$ cat src/fds_ram.sv
// Generic simple dual-port RAM: one write port, one read port, registered read.
// No dependencies.
module fds_ram #(
  parameter int WIDTH = 8,
  parameter int DEPTH = 16,
  localparam int AW = (DEPTH > 1) ? $clog2(DEPTH) : 1
) (
  input  logic             clk,
  input  logic             we,
  input  logic [AW-1:0]    waddr,
  input  logic [WIDTH-1:0] wdata,
  input  logic             re,
  input  logic [AW-1:0]    raddr,
  output logic [WIDTH-1:0] rdata
);

  logic [WIDTH-1:0] mem [DEPTH];

  // Write and registered read; read data holds when not reading
  always_ff @(posedge clk) begin
    if (we) begin
      mem[waddr] <= wdata;
    end
    if (re) begin
      rdata <= mem[raddr];
    end
  end

endmodule

$ cat config.mk
export PLATFORM = sky130hd
export DESIGN_NAME = fds_ram
export DESIGN_NICKNAME = d
export VERILOG_FILES = /design/src/fds_ram.sv
export SDC_FILE = /design/constraint.sdc
export NUM_CORES = 1
export LEC_CHECK = 0
export BUFFER_PORTS_ARGS = -buffer_cell sky130_fd_sc_hd__buf_2
export CAP_MARGIN = 20
export CELL_PAD_IN_SITES_DETAIL_PLACEMENT = 1
export CELL_PAD_IN_SITES_GLOBAL_PLACEMENT = 2
export CORE_ASPECT_RATIO = 0.9
export CORE_UTILIZATION = 45
export DETAILED_ROUTE_END_ITERATION = 12
export MAX_ROUTING_LAYER = met4
export PLACE_DENSITY = 0.79
export SYNTH_ARGS = -nofsm -noshare
export SYNTH_HDL_FRONTEND = slang
export SYNTH_SLANG_ARGS = --single-unit
$ cat constraint.sdc
create_clock -name clk -period 2.4 [get_ports clk]
set_clock_uncertainty 0.05 [all_clocks]
set_input_delay 0.48 -clock clk [delete_from_list [all_inputs] [get_ports clk]]
set_output_delay 0.48 -clock clk [all_outputs]
set_load 0.05 [all_outputs]
==> out/qor.txt <==
hold_sp: re
detailed-route via count: 2503
Multi-input gate area: 1060 µm²
crit path buf inv count: 2
CTS Hold Bufs: 0
slowest stage cell, crit path: mux4_1
Sequential cell area: 4080 µm²
GRT Overall Usage: 20.9%
crit path launch type: input port
most common cell in the netlist: edfxtp_1
worst-case clock buffer depth: 2
Syn Nets: 248
Cell Pwr Density: 880 nW/µm²
Setup Buffers After CTS: 0
I/O pin count: 27
final worst slack: 0.525 ns
Post-synth ARST share: 0%
reg2reg start: mem[3][6]
Nets: 305
Netlist cell types: 18
initial antenna violation count: 0
relative slew slack: 67.7%
worst setup path category: input port to flip-flop
pin count of the biggest net entering global routing: 18
worst hold path type: input port to flip-flop
residual DRC count: 0
Area growth syn-to-layout: 19.4%
Post-Layout Inst Area: 6240 µm²
CP top delay family: multiplexers
vias per cell: 5.56
H-tree levels: 4
CTS tree: done
post-synthesis cell area: 5230 µm²
Total Wirelength: 11000 µm
layout cells sized above 1: 32.9%
max_cap viols: 0
Ant. Diodes: 0
Fmax: 0.533 GHz
crit share post-route: 78.1%
leading cell types by count after synthesis: edfxtp_1, mux4_2, a22oi_1, mux4_1, nor2_1
Worst Tran Pin Value: 0.485 ns
Cell Rows: 36
CP max FO: 17
routability cong.: 0.735
synthesis warning total: 0
antenna-violating nets left: 0
ys flop type: edfxtp_1
CP startpoint: raddr[0]
setup TNS: 0 ns
DR iter-0 viols: 277
Leak: 2.11 nW
status: finished clean
Setup crit end kind: flip-flop
HPWL after DPL: 6820 µm
Setup violations, final: 0
Tmin final: 1.87 ns
reg-to-reg slack, setup: 0.66 ns
RSZ-0062 raised after global routing: false
total grt overflow: 0
CTS Sinks: 136
Inserted Clock Buffers: 17
number of global-route vias before repair: 2663
Die W: 116 µm
Layout fillers: 988
Peak VDD IR: 0.512 mV
number of flops mapped to enable cells by yosys: 136
Post-DP Area: 5660 µm²
drt first pass iters: 4
wire per inst: 24.4 µm
WP data required: 2.49 ns
Buffers on Ports: 26
post-place setup slack: 0.101 ns
Die ar.: 12100 µm²
later-pin clock latency in the skew report: 0.41 ns
Synth area leaders: edfxtp_1, mux4_2, mux4_1
Worst EP arrival: 1.96 ns
Final Max Tran Viols: 0
post-synth top area cell: edfxtp_1
post-synthesis sequential area ratio: 78.1%
endpoints failing hold: 0
post-synth top area share: 78.1%
core area: 11100 µm²
die span in y: 104 µm
crit-path cells: buf_2 > buf_12 > mux4_1 > a22oi_1 > nand2_1
CTS resizes: 0
cells after synthesis: 229
Worst-path clk slew: 0.06 ns
Synth Register Bits: 136
Avg Cell Area, Syn: 22.8 µm²
slowest cell delay on critical path: 0.58 ns
clock root buffer: clkbuf_16
Initial Utilization: 47.2%
first-pass GRT wire length: 16400 µm
state kept, by name (all words and copies together), names as in the netlist:
| name | cells |
|---|---|
| rdata | 8 |
| mem | 128 |
final cells by class:
| class | instances | area share [%] |
|---|---|---|
| tap | 152 | 3.05 |
| clock inverter | 14 | 2.45 |
| clock buffer | 17 | 6.81 |
| multi-input combinational | 83 | 16.9 |
| timing repair buffer | 48 | 5.33 |
| sequential | 136 | 65.4 |
cells in the final DEF, fill, tap and decap left out, drive strengths merged:
master,count
nand3b,2
and2,1
clkbuf,17
and2b,1
or3b,1
bufinv,2
nand3,1
edfxtp,136
nor2b,1
clkinv,7
nand2b,2
a22oi,16
clkinvlp,4
nand2,9
buf,48
nor3,4
mux4,32
inv,1
nor2,13
stage by stage:
step	hold slack, ns	total power, mW	utilization (%)	instances
4_1_cts	0.382	5.53	56.3	450
5_1_grt	0.383	5.63	56.3	450
3_5_place_dp	0.697	3.04	51.1	419
6_report	0.391	5.50	56.3	450
3_3_place_gp	0.677	3.02	51.1	419
2_1_floorplan	0.529	2.91	-	229
power breakdown:
part,switching [mW],internal [mW],total [mW],leakage (nW)
registers,0.0159,2.68,2.69,1.24
clock network,0.982,1.53,2.51,0.271
logic,0.184,0.110,0.294,0.603
worst reg2reg max path: cells and delay by family, from the launching register on:
family	cells	cell delay (ns)
simple gates	1	0.19
mux	1	0.49
flops	1	0.37
compound gates	1	0.35
final timing paths:
kind | end | cells after the start
max | rdata[0] | 5
min | rdata[1] | 1
max reg2reg | rdata[6] | 3
min reg2reg | rdata[3] | 3
cells by family after synthesis:
| family | Yosys count | synth area share [%] |
|---|---|---|
| multiplexers | 32 | 14.8 |
| AND/OR/NAND/NOR | 35 | 3.14 |
| buffers and inverters | 10 | 1.65 |
| flip-flops | 136 | 78.1 |
| AO/OA/AOI/OAI | 16 | 2.30 |
metal layers:
metal	GRT usage, %	vias up	part of all wire (%)
met1	27.4	1316	44
met2	31.8	76	50
met5	-	-	0
met4	8.79	0	1.7
li1	-	1094	-
met3	4.43	17	4.4
(Power assumes the default switching activity.)
