<file path="config.mk">
export PLATFORM = sky130hd
export DESIGN_NAME = fds_sq_acc
export DESIGN_NICKNAME = d
export VERILOG_FILES = /design/src/fds_pkg.sv /design/src/fds_sq_acc.sv
export SDC_FILE = /design/constraint.sdc
export NUM_CORES = 1
export LEC_CHECK = 0
export ABC_AREA = 1
export BUFFER_PORTS_ARGS = -buffer_cell sky130_fd_sc_hd__buf_2
export CAP_MARGIN = 25
export CORE_MARGIN = 3
export CORE_UTILIZATION = 60
export CTS_BUF_LIST = sky130_fd_sc_hd__clkbuf_16
export DETAILED_ROUTE_END_ITERATION = 6
export GPL_TIMING_DRIVEN = 0
export PLACE_DENSITY_LB_ADDON = 0.3
export SYNTH_ARGS = -nofsm -noshare
export SYNTH_HDL_FRONTEND = slang
export SYNTH_SLANG_ARGS = --single-unit
</file>
<file path="constraint.sdc">
create_clock -name clk -period 12.5 [get_ports clk]
set_clock_uncertainty 0.15 [all_clocks]
set_input_delay 3.125 -clock clk [delete_from_list [all_inputs] [get_ports clk]]
set_output_delay 3.125 -clock clk [all_outputs]
set_load 0.01 [all_outputs]
</file>
<file path="src/fds_pkg.sv">
// Shared types and constants for the face depth sorter.
// Holds request codes, register indexes, the sequencer states and field widths.
// No dependencies.
package fds_pkg;

  // Default store depths
  localparam int VERTEX_DEPTH_DEF = 1024;
  localparam int FACE_DEPTH_DEF   = 1024;

  // Field widths
  localparam int COORD_W   = 16;
  localparam int IDX_W     = 10;
  localparam int KEY_W     = 36;
  localparam int REQ_W     = 2;
  localparam int CFG_IDX_W = 2;
  localparam int DIFF_W    = COORD_W + 1;
  localparam int SQ_W      = 32;

  // Request codes
  localparam logic [REQ_W-1:0] REQ_LOAD  = 2'd0;
  localparam logic [REQ_W-1:0] REQ_ADD   = 2'd1;
  localparam logic [REQ_W-1:0] REQ_FETCH = 2'd2;
  localparam logic [REQ_W-1:0] REQ_CLEAR = 2'd3;

  // Configuration register indexes
  localparam logic [CFG_IDX_W-1:0] CFG_CAM_X = 2'd0;
  localparam logic [CFG_IDX_W-1:0] CFG_CAM_Y = 2'd1;
  localparam logic [CFG_IDX_W-1:0] CFG_CAM_Z = 2'd2;

  // Sequencer states
  typedef enum logic [2:0] {
    S_IDLE,
    S_ADD_RD,
    S_ADD_SQ,
    S_ADD_SUM,
    S_ADD_WR,
    S_FET_SCAN,
    S_FET_MARK,
    S_FET_OUT
  } state_t;

  // Control of the shared square-accumulate unit
  typedef struct packed {
    logic clr;
    logic step;
  } sq_ctl_t;

endpackage

</file>
<file path="src/fds_sq_acc.sv">
// Shared square-and-accumulate unit: squares one coordinate difference per step
// and sums the squares into a face key. Depends on fds_pkg.
module fds_sq_acc
  import fds_pkg::*;
(
  input  logic                     clk,
  input  logic                     rst_n,
  input  sq_ctl_t                  ctl,
  input  logic signed [DIFF_W-1:0] diff,
  output logic [KEY_W-1:0]         key
);

  logic signed [2*DIFF_W-1:0] sq;
  logic [SQ_W-1:0]            prod_r;
  logic                       pvld_r;
  logic [KEY_W-1:0]           acc_r;

  // Square fits in 32 bits: |diff| is at most 65535
  assign sq = diff * diff;

  // Track which cycle holds a fresh product
  always_ff @(posedge clk) begin
    if (!rst_n) begin
      pvld_r <= 1'b0;
    end else begin
      pvld_r <= ctl.step;
    end
  end

  // Register the product, then accumulate it
  always_ff @(posedge clk) begin
    if (ctl.step) begin
      prod_r <= sq[SQ_W-1:0];
    end
    if (ctl.clr) begin
      acc_r <= '0;
    end else if (pvld_r) begin
      acc_r <= acc_r + KEY_W'(prod_r);
    end
  end

  assign key = acc_r;

endmodule

</file>
==> results of run 1 <==
[cells by family (layout without fill, tap and decap cells)]
logic type	after synthesis	in the layout	share of synthesized area, %
AND/OR/NAND/NOR	779	779	21.3
XOR/XNOR	51	51	3.00
AO/OA/AOI/OAI	119	119	4.57
adder cells (fa/ha/maj)	373	373	44.3
buffers and inverters	621	688	15.7
flip-flops	68	68	11.2
[layout by cell type, fill, tap and decap left out, drive strengths merged, types with 3 or more instances in the layout]
| cell | count |
|---|---|
| inv | 574 |
| nand2 | 480 |
| fa | 256 |
| nor2 | 171 |
| ha | 117 |
| nand3 | 88 |
| buf | 59 |
| a21oi | 57 |
| clkbuf | 47 |
| xor2 | 38 |
| dfxtp | 37 |
| o21ai | 33 |
| edfxtp | 31 |
| nand4 | 16 |
| nor3 | 16 |
| xnor2 | 13 |
| o21bai | 11 |
| clkinv | 6 |
| a21o | 5 |
| o211ai | 5 |
| or2 | 3 |
| a211oi | 3 |
[layout make-up]
| class | instances | area, um2 | area share, % |
|---|---|---|---|
| Multi-Input combinational cell | 1322 | 10900 | 68.6 |
| Inverter | 575 | 2160 | 13.6 |
| Sequential cell | 68 | 1670 | 10.5 |
| Tap cell | 324 | 405 | 2.55 |
| Timing Repair Buffer | 51 | 255 | 1.61 |
| Clock buffer | 9 | 225 | 1.42 |
| Buffer | 46 | 175 | 1.10 |
| Clock inverter | 7 | 100 | 0.631 |
[flip-flops by register name, indices dropped and copies added, names as in the netlist]
signal  count
key        36
prod_r     31
pvld_r      1
[how the worst max path moves through the flow]
stage          cells past startpoint     start         end  slack (ns)
6_report                          24   diff[6]  prod_r[31]        2.75
4_1_cts                           24   diff[6]  prod_r[31]        2.78
3_3_place_gp                      24   diff[6]  prod_r[31]        2.49
2_1_floorplan                     24  diff[16]  prod_r[31]        3.70
5_1_grt                           24   diff[6]  prod_r[31]        2.43
3_5_place_dp                      24   diff[6]  prod_r[31]        2.42
[routing by layer]
| layer | wire length [um] | part of all wire, % |
|---|---|---|
| met5 | 0 | 0 |
| met4 | 1350 | 3.6 |
| met3 | 2270 | 6.1 |
| met2 | 18400 | 49 |
| met1 | 15400 | 41 |
[worst max-delay path: cells and delay by family]
kind	cells	cell delay, ns
and+or+nand+nor	8	1.21
adders and majority gates	7	3.61
buffers and inverters	9	1.76
[stage by stage]
step	setup slack (ns)	hold slack, ns	std cells
after detailed placement	2.42	0.385	2386
after global placement	2.49	0.336	2386
after CTS	2.78	0.395	2402
final	2.75	0.394	2402
after floorplan	3.70	0.384	2011
after global routing	2.43	0.417	2402
==> impl_metrics.csv, run 1 <==
group,metric,value,unit
status,status,"complete, no violations",
floorplanning,dieHeight,164,um
critical_path,cp_max_fo,10,
timing,hold_viol,0,
synthesis,synth_edf_count,31,
clock_tree,cts.repair.resized,0,
grt,antenna_found_initial,0,
critical_path,worst_r2r_endpoint,"key[16]",
floorplanning,die_width,164,um
floorplanning,initial_core_util,61.2,%
timing,finalCritPeriodShare,78.0,%
synthesis,ys_seq_area_share,11.2,%
detailed_routing,drc,0,
finish,final_nets,2467,
detailed_routing,vias,12500,
grt,grt_pass1_vias,12900,
detailed_routing,routed_wl,37400,um
job,drv_cap,0,
grt,use_met1,37.1,%
critical_path,cp_common_cell,"inv_1",
critical_path,ff2ff_path_depth,12,
floorplanning,ios,57,
finish,insertedDiodeCount,0,
finish,syn2layout_area_growth,6.62,%
placement,dp_hpwl,32300,um
synthesis,ys_seq_elements,68,
grt,grt_pass1_wl,61700,um
clock_tree,cts_max_path_buffers,2,
grt,grt_usage,29.3,%
detailed_routing,antenna_left,0,
critical_path,cp_slowest_cell,"clkbuf_1",
detailed_routing,dr.pass1.iters,5,
grt,grtUsageMet2,51.7,%
critical_path,r2r_slack,10.14,ns
finish,n_fill_cell,2145,
critical_path,cp_slowest_stage_delay,0.66,ns
synthesis,synthCells,2011,
clock_tree,postCtsHoldBufs,0,
critical_path,cp-start-kind,"primary input",
grt,grt_overflow,0,
detailed_routing,viasPerCell,5.18,
synthesis,syn_nets,2405,
detailed_routing,drtIter0Drc,801,
synthesis,yosys.area.top_type,"fa_1",
grt,grt_max_degree,33,
timing,finalSetupViolCount,0,
synthesis,synth_most_common_cell,"inv_1",
floorplanning,core,24300,um2
placement,place.gp.congestion,0.982,
placement,placed_cell_area,15500,um2
clock_tree,tritoncts,"built",
critical_path,critPathKind,"in -> reg",
timing,setup_tns,0,ns
synthesis,synth_cell_types,41,
clock_tree,post-cts-setup-buffer-count,0,
finish,final_util,65.3,%
finish,drive_gt1_share,4.62,%
timing,tightest_slew,0.811,ns
critical_path,r2r-start,"prod_r[0]",
synthesis,yosysTopAreaCellShare,34.4,%
synthesis,yosys_warnings,0,
clock_tree,cts_buffers,9,
clock_tree,htree_levels,3,
detailed_routing,post_drt_wl_per_cell,15.6,um
synthesis,synth_common_cells,"inv_1, nand2_1, fa_1",
timing,drv_slew,0,
synthesis,ys_async_sr_fraction,0,%
critical_path,cp.arrival,9.71,ns
placement,port_buffers,51,
grt,met3_usage,3.50,%
timing,max_slew_margin,46.0,%
clock_tree,root_buffer,"clkbuf_16",
timing,period_needed,9.75,ns
floorplanning,die_area,26700,um2
clock_tree,path_clk_slew,0.07,ns
synthesis,synth.avg_cell_area,7.40,um2
critical_path,cp-end-kind,"register",
synthesis,synth_area,14900,um2
clock_tree,cts_sinks,68,
hold_path,worstHoldPathCells,2,
critical_path,cp.required,12.45,ns
grt,gr-max-usage-layer,"met2",
synthesis,ys.flop_type,"dfxtp_1",
clock_tree,clock_latency,0.35,ns
critical_path,path_cells,"clkbuf_1 -> clkbuf_1 -> nand2_1 -> fa_1 -> inv_1 -> fa_1 -> inv_1 -> fa_1 -> inv_1 -> fa_1 -> fa_1 -> inv_1 -> fa_1 -> inv_1 -> ha_1 -> inv_1 -> nor3_1 -> nand2_1 -> nor2_1 -> nand2_1 -> nand3_1 -> inv_1 -> nand3_1 -> nand2_1",
finish,stdcell_area,15900,um2
timing,rsz0062_at_grt,"no",
hold_path,whs_endpoint,"key[34]",
hold_path,hold_path.startpoint,"key[34]",
synthesis,synth.area.top_cells,"fa_1, inv_1, nand2_1",
timing,fmax,0.103,GHz
floorplanning,rows,57,
hold_path,worstHoldPathType,"reg -> reg",
Power of run 1 is not shown: default switching activity piles up to over one toggle a cycle in this logic, so the estimate is an artifact.
==> inputs of run 2 (changes only) <==
- CORE_UTILIZATION: 60 -> 59
- clock period: 12.5 -> 8.6 ns (I/O delays scaled with it)
==> run 2 against run 1 <==
Effect of this change: the flow now finishes with violations (design-rule violations); clock-buffer cell count increased by 2; core utilization decreased by 0.43 points; final cell count about the same; die area increased by 1.6%; via count decreased by 0.12%; critical path depth unchanged.
==> impl_metrics.csv, run 2 (synthesis gave the netlist of run 1 again) <==
group,metric,value,unit
critical_path,r2r_slack,6.21,ns
critical_path,cp_common_cell,"inv_1",
clock_tree,path_clk_slew,0.06,ns
job,drv_cap,0,
detailed_routing,antenna_left,0,
clock_tree,tritoncts,"built",
floorplanning,die_width,165,um
status,status,"finished, violations left",
floorplanning,dieHeight,165,um
critical_path,cp.arrival,8.16,ns
critical_path,cp_slowest_cell,"fa_1",
clock_tree,root_buffer,"clkbuf_16",
finish,multi_input_area,10900,um2
critical_path,startpoint,"diff[6]",
critical_path,worst_r2r_endpoint,"key[30]",
timing,fmax,0.122,GHz
finish,syn2layout_area_growth,6.85,%
grt,grt_overflow,0,
floorplanning,ios,57,
finish,layout_commonest_cell,"inv_1",
timing,rsz0062_at_grt,"no",
timing,hold_viol,0,
timing,period_needed,8.21,ns
timing,finalSetupViolCount,0,
timing,drv_slew,0,
finish,final_cells,2400,
finish,largest_reg_flops,36,
detailed_routing,drc,1,
finish,regArea,1670,um2
finish,insertedDiodeCount,0,
floorplanning,core,24500,um2
detailed_routing,routed_wl,37300,um
critical_path,cp-endpoint,"prod_r[31]",
placement,port_buffers,51,
grt,grt_pass1_wl,62000,um
finish,final_nets,2465,
critical_path,r2r-start,"prod_r[0]",
finish,final_cell_mix,"inv_1, nand2_1, fa_1, nor2_1, ha_1",
placement,dp_cells,2386,
placement,place.gp.congestion,0.955,
clock_tree,cts_buffers,9,
grt,grt_pass1_vias,12900,
timing,finalCritPeriodShare,95.5,%
clock_tree,htree_levels,3,
grt,grt_max_degree,33,
critical_path,path_cells,"clkbuf_2 -> clkbuf_2 -> nand2_1 -> fa_1 -> inv_1 -> fa_1 -> inv_1 -> fa_1 -> inv_1 -> fa_1 -> fa_1 -> inv_1 -> fa_1 -> inv_1 -> ha_1 -> inv_1 -> nor3_1 -> nand2_1 -> nor2_1 -> nand2_1 -> nand3_1 -> inv_1 -> nand3_1 -> nand2_1",
critical_path,cp_max_fo,10,
floorplanning,initial_core_util,60.7,%
timing,max_slew_margin,50.3,%
clock_tree,cts_max_path_buffers,2,
placement,dp_hpwl,32200,um
placement,dp_slack,-0.636,ns
timing,layout_setup_ws,0.388,ns
clock_tree,postCtsHoldBufs,0,
grt,grt_usage,29.1,%
status,violations,"design-rule violations",
finish,drive_gt1_share,4.96,%
critical_path,cp_slowest_stage_delay,0.62,ns
detailed_routing,dr.pass1.iters,7,
placement,placed_cell_area,15500,um2
detailed_routing,post_drt_wl_per_cell,15.6,um
detailed_routing,vias,12400,
floorplanning,die_area,27200,um2
floorplanning,rows,57,
critical_path,cp-end-kind,"register",
detailed_routing,viasPerCell,5.18,
hold_path,worstHoldPathType,"reg -> reg",
critical_path,critPathKind,"in -> reg",
critical_path,cp-start-kind,"primary input",
finish,stdcell_area,15900,um2
detailed_routing,drtIter0Drc,870,
clock_tree,clock_latency,0.34,ns
finish,n_fill_cell,2190,
critical_path,cp.required,8.55,ns
critical_path,ff2ff_path_depth,14,
grt,antenna_found_initial,0,
timing,tightest_slew,0.745,ns
clock_tree,cts_sinks,68,
-- run 2: final cells by class --
cell class / instances / area share, %
clock inverter: 5 / 0.511
tap: 324 / 2.55
clock buffer: 11 / 1.73
inverter: 575 / 13.6
timing repair buffer: 51 / 1.60
sequential: 68 / 10.5
buffer: 44 / 1.12
multi-input combinational: 1322 / 68.4
-- run 2: worst max-delay path: cells and delay by family --
family | cells | cell delay (ns)
adder cells (fa/ha/maj) | 7 | 3.61
buffers and inverters | 9 | 1.32
AND/OR/NAND/NOR | 8 | 1.06
-- run 2: per-layer routing --
layer  routed length (um)  track usage (%)  vias to the layer above
met3                 2100             2.63                       94
met1                15400             37.0                     5937
li1                     -                -                     6004
met2                18400             51.8                      403
met5                    0                0                        -
met4                 1350             10.4                        0
-- run 2: metrics by stage --
stage | setup TNS (ns) | util [%] | hold WS, ns
global placement | -1.70 | 63.4 | 0.333
CTS | 0 | 64.8 | 0.387
finish | 0 | 64.8 | 0.383
detailed placement | -2.38 | 63.4 | 0.369
floorplan | 0 | - | 0.384
global route | 0 | 64.8 | 0.416
-- run 2: repair_timing --
item	4_1_cts	5_1_grt
gates resized for setup	1	13
pin swaps	0	0
endpoints found under the hold margin	0	0
cloned	0	0
buffers inserted	0	0
setup endpoints to repair	3	7
-- run 2: how the worst min path moves through the flow --
stage	start	end	slack, ns	depth (start not counted)
6_report	key[35]	key[35]	0.38	2
3_5_place_dp	key[0]	key[0]	0.37	2
2_1_floorplan	key[35]	key[35]	0.38	2
5_1_grt	key[34]	key[34]	0.42	2
3_3_place_gp	key[35]	key[35]	0.33	2
4_1_cts	key[35]	key[35]	0.39	2
Power of run 2 is left out for the same reason.
